<file path="config.mk">
export PLATFORM = sky130hd
export DESIGN_NAME = rgb_to_hsv_range_mask
export DESIGN_NICKNAME = d
export VERILOG_FILES = /design/src/rtl/rhm_pkg.sv /design/src/rtl/rgb_to_hsv_range_mask.sv /design/src/rtl/rhm_cell.sv /design/src/rtl/rhm_front.sv
export SDC_FILE = /design/constraint.sdc
export NUM_CORES = 2
export LEC_CHECK = 0
export BUFFER_PORTS_ARGS = -buffer_cell sky130_fd_sc_hd__buf_2
export CAP_MARGIN = 20
export CORE_ASPECT_RATIO = 0.6
export CORE_MARGIN = 4
export CORE_UTILIZATION = 63
export DETAILED_ROUTE_END_ITERATION = 12
export GPL_TIMING_DRIVEN = 0
export PLACE_DENSITY = 0.8
export SLEW_MARGIN = 20
export SYNTH_ARGS = -nofsm -noshare
export SYNTH_HDL_FRONTEND = slang
export SYNTH_SLANG_ARGS = --single-unit
</file>
<file path="constraint.sdc">
create_clock -name clk -period 52.7 [get_ports clk]
set_input_delay 10.54 -clock clk [delete_from_list [all_inputs] [get_ports clk]]
set_output_delay 10.54 -clock clk [all_outputs]
set_load 0.05 [all_outputs]
</file>
<file path="src/rtl/rhm_pkg.sv">
// -----------------------------------------------------------------------------
// rhm_pkg
// Types and constants for the BGR to HSV range mask pipeline.
// -----------------------------------------------------------------------------
`default_nettype none

package rhm_pkg;

	localparam int HUE_NUM_W = 18;
	localparam int HUE_DEN_W = 9;
	localparam int SAT_NUM_W = 16;
	localparam int SAT_DEN_W = 8;
	localparam int Q_W       = 9;
	localparam int CELLS     = Q_W;

	localparam logic signed [19:0] HUE_DIFF_MUL  = 20'sd120;
	localparam logic signed [19:0] COEF_RED      = 20'sd1;
	localparam logic signed [19:0] COEF_RED_WRAP = 20'sd721;
	localparam logic signed [19:0] COEF_GREEN    = 20'sd241;
	localparam logic signed [19:0] COEF_BLUE     = 20'sd481;

	localparam logic [8:0] DEG_LAST = 9'd359;
	localparam logic [8:0] DEG_FULL = 9'd360;

	localparam logic [7:0] HUE_LOW_RST  = 8'd22;
	localparam logic [7:0] HUE_HIGH_RST = 8'd83;
	localparam logic [7:0] SAT_LOW_RST  = 8'd43;
	localparam logic [7:0] SAT_HIGH_RST = 8'd255;
	localparam logic [7:0] VAL_LOW_RST  = 8'd35;
	localparam logic [7:0] VAL_HIGH_RST = 8'd255;

	typedef enum logic [2:0] {
		REG_HUE_LOW  = 3'd0,
		REG_HUE_HIGH = 3'd1,
		REG_SAT_LOW  = 3'd2,
		REG_SAT_HIGH = 3'd3,
		REG_VAL_LOW  = 3'd4,
		REG_VAL_HIGH = 3'd5
	} cfg_idx_t;

	typedef enum logic [2:0] {
		SEC_RED   = 3'b001,
		SEC_GREEN = 3'b010,
		SEC_BLUE  = 3'b100
	} sec_t;

	typedef struct packed {
		logic [7:0] blue;
		logic [7:0] green;
		logic [7:0] red;
	} pixel_t;

	typedef struct packed {
		logic                 grey;
		logic [HUE_NUM_W-1:0] hue_rem;
		logic [HUE_DEN_W-1:0] hue_den;
		logic [Q_W-1:0]       hue_quo;
		logic [SAT_NUM_W-1:0] sat_rem;
		logic [SAT_DEN_W-1:0] sat_den;
		logic [Q_W-1:0]       sat_quo;
		logic [7:0]           value;
		pixel_t               pix;
	} item_t;

endpackage

`default_nettype wire

</file>
<file path="src/rtl/rgb_to_hsv_range_mask.sv">
// -----------------------------------------------------------------------------
// rgb_to_hsv_range_mask
// BGR pixel to HSV with an inclusive range mask. Takes one pixel per clock
// while in_stall is low and returns the pixels in order: two front stages
// find max, min and the dividends, a row of nine division cells settles one
// quotient bit of hue and saturation each, and a last stage wraps the hue,
// tests the bounds and registers the item. The row moves as a whole, so
// in_stall is raised only while a finished item is held by out_stall. Bound
// registers are written through the cfg channel, which is always ready;
// unknown indexes are dropped.
// -----------------------------------------------------------------------------
`default_nettype none

module rgb_to_hsv_range_mask import rhm_pkg::*; (
	input  logic       clk,
	input  logic       arst_n,
	input  logic       in_valid,
	output logic       in_stall,
	input  logic [7:0] blue,
	input  logic [7:0] green,
	input  logic [7:0] red,
	output logic       out_valid,
	input  logic       out_stall,
	output logic [7:0] hue,
	output logic [7:0] saturation,
	output logic [7:0] value,
	output logic       in_range,
	output logic [7:0] out_blue,
	output logic [7:0] out_green,
	output logic [7:0] out_red,
	input  logic       cfg_valid,
	output logic       cfg_ready,
	input  logic [2:0] cfg_index,
	input  logic [7:0] cfg_data
);

	logic       en;
	logic [7:0] hue_low_q, hue_high_q, sat_low_q, sat_high_q, val_low_q, val_high_q;

	logic       chain_v [CELLS+1];
	item_t      chain_d [CELLS+1];

	item_t      fin;
	logic [8:0] deg_w;
	logic [7:0] hue_w, sat_w;
	logic       check_w, inside_w, black_w;

	logic       vld_s12;

	assign en        = !(vld_s12 && out_stall);
	assign in_stall  = !en;
	assign cfg_ready = 1'b1;

	always_ff @(posedge clk or negedge arst_n) begin
		if (!arst_n) begin
			hue_low_q  <= HUE_LOW_RST;
			hue_high_q <= HUE_HIGH_RST;
			sat_low_q  <= SAT_LOW_RST;
			sat_high_q <= SAT_HIGH_RST;
			val_low_q  <= VAL_LOW_RST;
			val_high_q <= VAL_HIGH_RST;
		end else if (cfg_valid) begin
			unique case (cfg_idx_t'(cfg_index))
				REG_HUE_LOW:  hue_low_q  <= cfg_data;
				REG_HUE_HIGH: hue_high_q <= cfg_data;
				REG_SAT_LOW:  sat_low_q  <= cfg_data;
				REG_SAT_HIGH: sat_high_q <= cfg_data;
				REG_VAL_LOW:  val_low_q  <= cfg_data;
				REG_VAL_HIGH: val_high_q <= cfg_data;
				default: ;
			endcase
		end
	end

	rhm_front u_front (
		.clk    (clk),
		.arst_n (arst_n),
		.en     (en),
		.vld_i  (in_valid && !in_stall),
		.blue   (blue),
		.green  (green),
		.red    (red),
		.vld_o  (chain_v[0]),
		.item_o (chain_d[0])
	);

	for (genvar j = 0; j < CELLS; j++) begin : g_cell
		rhm_cell #(
			.SHIFT (Q_W - 1 - j)
		) u_cell (
			.clk    (clk),
			.arst_n (arst_n),
			.en     (en),
			.vld_i  (chain_v[j]),
			.item_i (chain_d[j]),
			.vld_o  (chain_v[j+1]),
			.item_o (chain_d[j+1])
		);
	end

	always_comb begin
		fin = chain_d[CELLS];
		if (fin.grey) begin
			deg_w = '0;
		end else if (fin.hue_quo > DEG_LAST) begin
			deg_w = fin.hue_quo - DEG_FULL;
		end else begin
			deg_w = fin.hue_quo;
		end
		hue_w    = deg_w[8:1];
		sat_w    = (fin.value == 8'd0) ? 8'd0 : fin.sat_quo[7:0];
		check_w  = (hue_high_q > hue_low_q) && (sat_high_q > sat_low_q)
		           && (val_high_q > val_low_q);
		inside_w = (hue_w >= hue_low_q) && (hue_w <= hue_high_q)
		           && (sat_w >= sat_low_q) && (sat_w <= sat_high_q)
		           && (fin.value >= val_low_q) && (fin.value <= val_high_q);
		black_w  = check_w && !inside_w;
	end

	always_ff @(posedge clk or negedge arst_n) begin
		if (!arst_n) begin
			vld_s12 <= 1'b0;
		end else if (en) begin
			vld_s12 <= chain_v[CELLS];
		end
	end

	always_ff @(posedge clk) begin
		if (en) begin
			hue        <= hue_w;
			saturation <= sat_w;
			value      <= fin.value;
			in_range   <= check_w && inside_w;
			out_blue   <= black_w ? 8'd0 : fin.pix.blue;
			out_green  <= black_w ? 8'd0 : fin.pix.green;
			out_red    <= black_w ? 8'd0 : fin.pix.red;
		end
	end

	assign out_valid = vld_s12;

endmodule

`default_nettype wire

</file>
<file path="src/rtl/rhm_cell.sv">
// -----------------------------------------------------------------------------
// rhm_cell
// One restoring-division cell: settles one quotient bit of hue and of
// saturation, then hands the item to the next cell.
// -----------------------------------------------------------------------------
`default_nettype none

module rhm_cell import rhm_pkg::*; #(
	parameter int unsigned SHIFT = 0
) (
	input  logic  clk,
	input  logic  arst_n,
	input  logic  en,
	input  logic  vld_i,
	input  item_t item_i,
	output logic  vld_o,
	output item_t item_o
);

	localparam int HHW = HUE_NUM_W - int'(SHIFT);
	localparam int HCW = ((HHW > HUE_DEN_W) ? HHW : HUE_DEN_W) + 1;
	localparam int SHW = SAT_NUM_W - int'(SHIFT);
	localparam int SCW = ((SHW > SAT_DEN_W) ? SHW : SAT_DEN_W) + 1;

	logic [HCW-1:0] h_hi, h_den, h_diff;
	logic [SCW-1:0] s_hi, s_den, s_diff;
	logic           h_take, s_take;
	item_t          nxt;
	logic           vld_q;
	item_t          item_q;

	always_comb begin
		h_hi   = HCW'(item_i.hue_rem[HUE_NUM_W-1:SHIFT]);
		h_den  = HCW'(item_i.hue_den);
		h_take = (h_hi >= h_den);
		h_diff = h_hi - h_den;
		s_hi   = SCW'(item_i.sat_rem[SAT_NUM_W-1:SHIFT]);
		s_den  = SCW'(item_i.sat_den);
		s_take = (s_hi >= s_den);
		s_diff = s_hi - s_den;

		nxt = item_i;
		if (h_take) begin
			nxt.hue_rem[HUE_NUM_W-1:SHIFT] = h_diff[HHW-1:0];
		end
		if (s_take) begin
			nxt.sat_rem[SAT_NUM_W-1:SHIFT] = s_diff[SHW-1:0];
		end
		nxt.hue_quo = {item_i.hue_quo[Q_W-2:0], h_take};
		nxt.sat_quo = {item_i.sat_quo[Q_W-2:0], s_take};
	end

	always_ff @(posedge clk or negedge arst_n) begin
		if (!arst_n) begin
			vld_q <= 1'b0;
		end else if (en) begin
			vld_q <= vld_i;
		end
	end

	always_ff @(posedge clk) begin
		if (en) begin
			item_q <= nxt;
		end
	end

	assign vld_o  = vld_q;
	assign item_o = item_q;

endmodule

`default_nettype wire

</file>
<file path="src/rtl/rhm_front.sv">
// -----------------------------------------------------------------------------
// rhm_front
// Max, min and sector of the pixel, then the hue and saturation dividends
// and divisors that feed the cell row.
// -----------------------------------------------------------------------------
`default_nettype none

module rhm_front import rhm_pkg::*; (
	input  logic       clk,
	input  logic       arst_n,
	input  logic       en,
	input  logic       vld_i,
	input  logic [7:0] blue,
	input  logic [7:0] green,
	input  logic [7:0] red,
	output logic       vld_o,
	output item_t      item_o
);

	sec_t        sec_w;
	logic [7:0]  mx_w, mn_w;
	logic signed [8:0] diff_w;

	logic        vld_s1;
	pixel_t      pix_s1;
	sec_t        sec_s1;
	logic [7:0]  mx_s1, delta_s1;
	logic signed [8:0] diff_s1;

	logic signed [19:0] diff_x, delta_x, coef, num_w;
	item_t       item_w;

	logic        vld_s2;
	item_t       item_s2;

	always_comb begin
		if (red >= green && red >= blue) begin
			sec_w  = SEC_RED;
			mx_w   = red;
			diff_w = signed'({1'b0, green}) - signed'({1'b0, blue});
		end else if (green >= blue) begin
			sec_w  = SEC_GREEN;
			mx_w   = green;
			diff_w = signed'({1'b0, blue}) - signed'({1'b0, red});
		end else begin
			sec_w  = SEC_BLUE;
			mx_w   = blue;
			diff_w = signed'({1'b0, red}) - signed'({1'b0, green});
		end
		mn_w = (red < green) ? red : green;
		if (blue < mn_w) begin
			mn_w = blue;
		end
	end

	always_ff @(posedge clk or negedge arst_n) begin
		if (!arst_n) begin
			vld_s1 <= 1'b0;
			vld_s2 <= 1'b0;
		end else if (en) begin
			vld_s1 <= vld_i;
			vld_s2 <= vld_s1;
		end
	end

	always_ff @(posedge clk) begin
		if (en) begin
			pix_s1   <= '{blue: blue, green: green, red: red};
			sec_s1   <= sec_w;
			mx_s1    <= mx_w;
			delta_s1 <= mx_w - mn_w;
			diff_s1  <= diff_w;
		end
	end

	// twice the hue times delta, plus delta; negative red sector wraps by 720 delta
	always_comb begin
		diff_x  = {{11{diff_s1[8]}}, diff_s1};
		delta_x = {12'd0, delta_s1};
		unique case (sec_s1)
			SEC_RED:   coef = diff_s1[8] ? COEF_RED_WRAP : COEF_RED;
			SEC_GREEN: coef = COEF_GREEN;
			SEC_BLUE:  coef = COEF_BLUE;
			default:   coef = COEF_RED;
		endcase
		num_w = diff_x * HUE_DIFF_MUL + delta_x * coef;

		item_w         = '0;
		item_w.grey    = (delta_s1 == 8'd0);
		item_w.hue_rem = num_w[HUE_NUM_W-1:0];
		item_w.hue_den = {delta_s1, 1'b0};
		item_w.sat_rem = {delta_s1, 8'd0} - {8'd0, delta_s1};
		item_w.sat_den = mx_s1;
		item_w.value   = mx_s1;
		item_w.pix     = pix_s1;
	end

	always_ff @(posedge clk) begin
		if (en) begin
			item_s2 <= item_w;
		end
	end

	assign vld_o  = vld_s2;
	assign item_o = item_s2;

endmodule

`default_nettype wire

</file>
### After elaboration in Yosys (flattened, before gate mapping)

Index checks and enable logic that the tools add are counted.

* output and inout port bits: 52
* input port bits: 40
* flip-flop bits (word level): 950

* equality and inequality tests: 8
* $mul: 2
* add/sub/neg operators: 23
* reductions and logical operators: 23
* mux-type cells: 28
* $lt $le $gt $ge: 33

Operators by type and width (count)
* one-hot mux 20 bit (3 select lines): 1
* greater-or-equal comparator 8 bit: 7
* two-way mux 8 bit: 6
* two-way mux 9 bit: 5
* two-way mux 10 bit: 3
* two-way mux 15 bit: 2
* two-way mux 14 bit: 2
* subtractor 8 x 8 -> 9 bit: 3
* two-way mux 13 bit: 2
* greater-than comparator 8 bit: 3
* <= comparator 8 bit: 3
* two-way mux 12 bit: 2
* two-way mux 11 bit: 2
* multiplier 9 x 20 -> 18 bit: 1
* adder 18 bit: 1
* greater-or-equal comparator 18 x 9 -> 1 bit: 1
* greater-or-equal comparator 17 x 9 -> 1 bit: 1
* two-way mux 17 bit: 1
* subtractor 17 x 9 -> 17 bit: 1
* greater-or-equal comparator 16 x 8 -> 1 bit: 1
* greater-or-equal comparator 16 x 9 -> 1 bit: 1
* zero test 8 bit: 2
* < comparator 8 bit: 2
* two-way mux 16 bit: 1
* 40 further kinds: 63

### Logic depth before layout (Yosys ltp)

* word-level depth: 11
* gate-level depth with buffers: 25

### Modules after synthesis

A second synthesis with hierarchy kept.

* cell total of the unflattened synthesis: 3908
* area total of the unflattened synthesis: 54413.4 um^2

By module, submodules not included
* rhm_front: cells an instance 870, sequential area each 3743.6 um^2, times used 1, area an instance 9450.3 um^2
* rgb_to_hsv_range_mask: cells an instance 517, sequential area each 2735.1 um^2, times used 1, area an instance 5755.5 um^2
* rhm_cell at g_cell[8].u_cell: cells an instance 314, sequential area each 3088.0 um^2, times used 1, area an instance 4536.9 um^2
* rhm_cell at g_cell[7].u_cell: cells an instance 295, sequential area each 3088.0 um^2, times used 1, area an instance 4459.3 um^2
* rhm_cell at g_cell[5].u_cell: cells an instance 293, sequential area each 3088.0 um^2, times used 1, area an instance 4398.0 um^2
* rhm_cell at g_cell[4].u_cell: cells an instance 289, sequential area each 3088.0 um^2, times used 1, area an instance 4396.7 um^2
* rhm_cell at g_cell[3].u_cell: cells an instance 272, sequential area each 3088.0 um^2, times used 1, area an instance 4380.5 um^2
* rhm_cell at g_cell[6].u_cell: cells an instance 296, sequential area each 3088.0 um^2, times used 1, area an instance 4372.9 um^2
* rhm_cell at g_cell[2].u_cell: cells an instance 272, sequential area each 3088.0 um^2, times used 1, area an instance 4291.6 um^2
* rhm_cell at g_cell[1].u_cell: cells an instance 250, sequential area each 3088.0 um^2, times used 1, area an instance 4194.0 um^2
* rhm_cell at g_cell[0].u_cell: cells an instance 240, sequential area each 3088.0 um^2, times used 1, area an instance 4177.8 um^2

### Least setup slack after synthesis

OpenSTA, ideal clock, no wires.

* path kind: input to output
* from: input port out_stall
* to: output port in_stall
* setup slack: 0.914 ns
* cell stages on the path: 3
* data arrival time: 41.246 ns
* required time: 42.160 ns
* path through: nand2_1 > buf_1 > inv_1

* word-level cells in the longest chain between the ends: 1

Ends and longest elaborated chain
* from (decl): line rgb_to_hsv_range_mask.sv:23 `input logic out_stall,`
* logical AND 1 bit: line rgb_to_hsv_range_mask.sv:50 `assign en = !(vld_s12 && out_stall);`
* to (decl): line rgb_to_hsv_range_mask.sv:18 `output logic in_stall,`

Every way passes these cells.

### Worst setup path in the final report

Same ends and word-level chain as after synthesis.

==> results_dict.tcl <==
set metrics [dict create \
    grt_overflow 0 \
    synthCells 3368 \
    ctsResizeCount 0 \
    ant_nets 0 \
    seq_area_frac_synth 0.615 \
    grt_max_degree 61 \
    nets 4003 \
    tns_ps 0 \
    crit_end "in_stall" \
    syn_area_per_cell_sq_um 13.1 \
    busiest_layer "met2" \
    core-area_sq_mm 0.0688 \
    tightestPinTransition_ps 1030 \
    ys_ff_latch 915 \
    skew_ps 25.4 \
    num-fill-cells 4439 \
    status "finished clean" \
    numCtsBuffers 81 \
    routed_wirelength_um 81800 \
    holdWs_ps 400 \
    wl_per_cell_um 18.0 \
    synth_common_cells "edfxtp_1 (855), inv_1 (408), ha_1 (325)" \
    cts.sink_count 915 \
    place.gp.congestion 0.926 \
    drt_iter0_drc 2254 \
    synth_edf_count 855 \
    startpoint_type "primary input" \
    period_needed_ps 22920 \
    worstPathArrival_ps 12380 \
    rsz0062_at_grt "false" \
    fmax_mhz 43.6 \
    start_util 0.643 \
    root_buffer "clkbuf_16" \
    max_cap_violations 0 \
    critPathSlowestCell "buf_2" \
    worstSetupPathType "in2out" \
    postCtsSetupRepairBufs 0 \
    drc 0 \
    synth_flop_cell "edfxtp_1" \
    synth_area_sq_mm 0.0442 \
    first_pass_iters 6 \
    grt_use_met2 0.352 \
    yosys_warnings 0 \
    dp_hpwl_um 57800 \
    worstReg2RegStart "u_front.diff_s1[8]" \
    min_path_type "reg2reg" \
    area_growth_pct 11.2 \
    maxSlewHeadroom 0.313 \
    met3_usage 0.0423 \
    clk_latency_ps 640 \
    vias 25819 \
    synth_cell_types 79 \
    first_global_vias 25577 \
    cp-end-kind "output port" \
    port_buffers 90 \
    cp_max_fo 30 \
    grt_use_total 0.225 \
    antenna_cells 0 \
    synthArstFlopShare 0.0656 \
    vias_per_cell 5.67 \
    synth.area.top_cells "edfxtp_1 (58%), ha_1 (9.2%), inv_1 (3.5%), fa_1 (3.1%), o21ai_0 (2.3%)" \
    synth_top_cell_by_area "edfxtp_1" \
    io_pins 92 \
    dpl-instance-area_sq_mm 0.0464 \
    hold_buffers 0 \
    cts_tree "built" \
    crit_chain "buf_2 -> nand2_1 -> buf_2 -> buf_12 -> buf_12 -> buf_16 -> buf_16 -> buf_12 -> inv_1 -> buf_2" \
    antenna_found_initial 1 \
    critical_path.max_stage_delay_ps 250 \
    sequential_cell_area_sq_mm 0.0272 \
    yosysMostFrequentCell "edfxtp_1" \
    die_y_um 213 \
    synth_top_area_frac 0.580 \
    gr-usage-met1 0.334 \
    die_area_sq_mm 0.0746 \
    critPathRequiredTime_ps 42160 \
    cts_max_path_buffers 3 \
    r2r_cells 20 \
    grt_pass1_wl_um 134000 \
    syn_nets 3802 \
    place_ws_ps 29740 \
    die_x_um 350 \
    r2r_slack_ps 46680 \
    hold_violations 0 \
    multi_input_area_sq_mm 0.0153 \
    crit_start "out_stall" \
    row_count 74 \
    setup_violations 0 \
    drive_gt1_frac 0.106 \
    htreeDepth 3 \
    path_clk_slew_ps 60 \
    finalCritPeriodShare 0.435 \
    final_area_sq_mm 0.0492 \
    rr_endpoint "u_front.item_o[100]" \
    slew_viol_final 0 \
    post-route-worst-setup-slack_ps 29780 \
]
-- cells by family after synthesis --
group	Yosys count	synth area share
DFF	915	0.615
and+or+nand+nor	757	0.0862
AOI/OAI and AO/OA	600	0.0826
buffers and inverters	448	0.0385
adders and majority gates	394	0.123
xor gates and xnor gates	171	0.0339
muxes	82	0.0203
other	1	0.0000848
-- flip-flops by register name (all words and copies together) (netlist names), 3 cells and up --
register and flops:
g_cell.u_cell.item_o 683, u_front.item_o 71, u_front.item_w 24, g_cell.u_cell.vld_o 9, u_front.diff_s1 9, hue 8, hue_high_q 8, hue_low_q 8
out_blue 8, out_green 8, out_red 8, sat_high_q 8, sat_low_q 8, saturation 8, u_front.delta_s1 8, u_front.mx_s1 8
val_high_q 8, val_low_q 8, value 8, u_front.sec_s1 3
-- stage by stage --
| stage | instances | utilization |
|---|---|---|
| floorplan | 3368 | - |
| global placement | 4370 | 0.666 |
| detailed placement | 4398 | 0.675 |
| CTS | 4550 | 0.715 |
| global route | 4550 | 0.715 |
| finish | 4550 | 0.715 |
-- metal layers --
layer,routed length (um),up-vias,share of wire
li1,-,12543,-
met1,38800,12396,0.47
met2,36800,753,0.45
met3,4770,127,0.058
met4,1490,0,0.018
met5,0,-,0
-- layout make-up --
cell class | instances | area share
Clock inverter | 59 | 0.0126
Multi-Input combinational cell | 2005 | 0.312
Tap cell | 912 | 0.0232
Timing Repair Buffer | 118 | 0.0211
Inverter | 409 | 0.0312
Clock buffer | 93 | 0.0436
Sequential cell | 915 | 0.553
Buffer | 39 | 0.00341
-- how the worst min path moves through the flow --
stage,end,cells past startpoint,slack [ps],from
2_1_floorplan,g_cell[0].u_cell.item_o[0],0,400,u_front.item_o[0]
3_3_place_gp,g_cell[8].u_cell.item_o[71],0,400,g_cell[7].u_cell.item_o[70]
3_5_place_dp,g_cell[0].u_cell.item_o[23],0,400,u_front.item_o[23]
4_1_cts,g_cell[5].u_cell.item_o[68],0,400,g_cell[4].u_cell.item_o[67]
5_1_grt,g_cell[5].u_cell.item_o[69],0,420,g_cell[4].u_cell.item_o[68]
6_report,g_cell[5].u_cell.item_o[68],0,400,g_cell[4].u_cell.item_o[67]
-- layout by cell type (no fill, tap or decap), drive strengths merged, types with 11 or more instances in the layout --
master	netlist	final
a211oi	13	13
a21boi	22	22
a21o	64	64
a21oi	159	159
and2	35	35
buf	8	126
clkbuf	31	124
clkinv	0	34
dfrtp	30	30
dfstp	30	30
edfxtp	855	855
fa	69	69
ha	325	325
inv	409	415
mux2	63	63
mux2i	19	19
nand2	213	213
nand2b	39	39
nand3	22	22
nand4	40	40
nor2	163	163
nor2b	79	79
nor3	52	52
nor4	21	21
o211ai	11	11
o21a	28	28
o21ai	218	218
o31ai	27	27
or2	16	16
or3	28	28
or4	11	11
xnor2	101	101
xor2	70	70
-- critical path: cells and delay by family --
kind                   cells  cell delay [ps]
buffers and inverters      9             1630
and+or+nand+nor            1              150
Power is left out: the tool's default activity adds up to more than one toggle a clock period on the data nets, which glitch-free logic cannot reach.
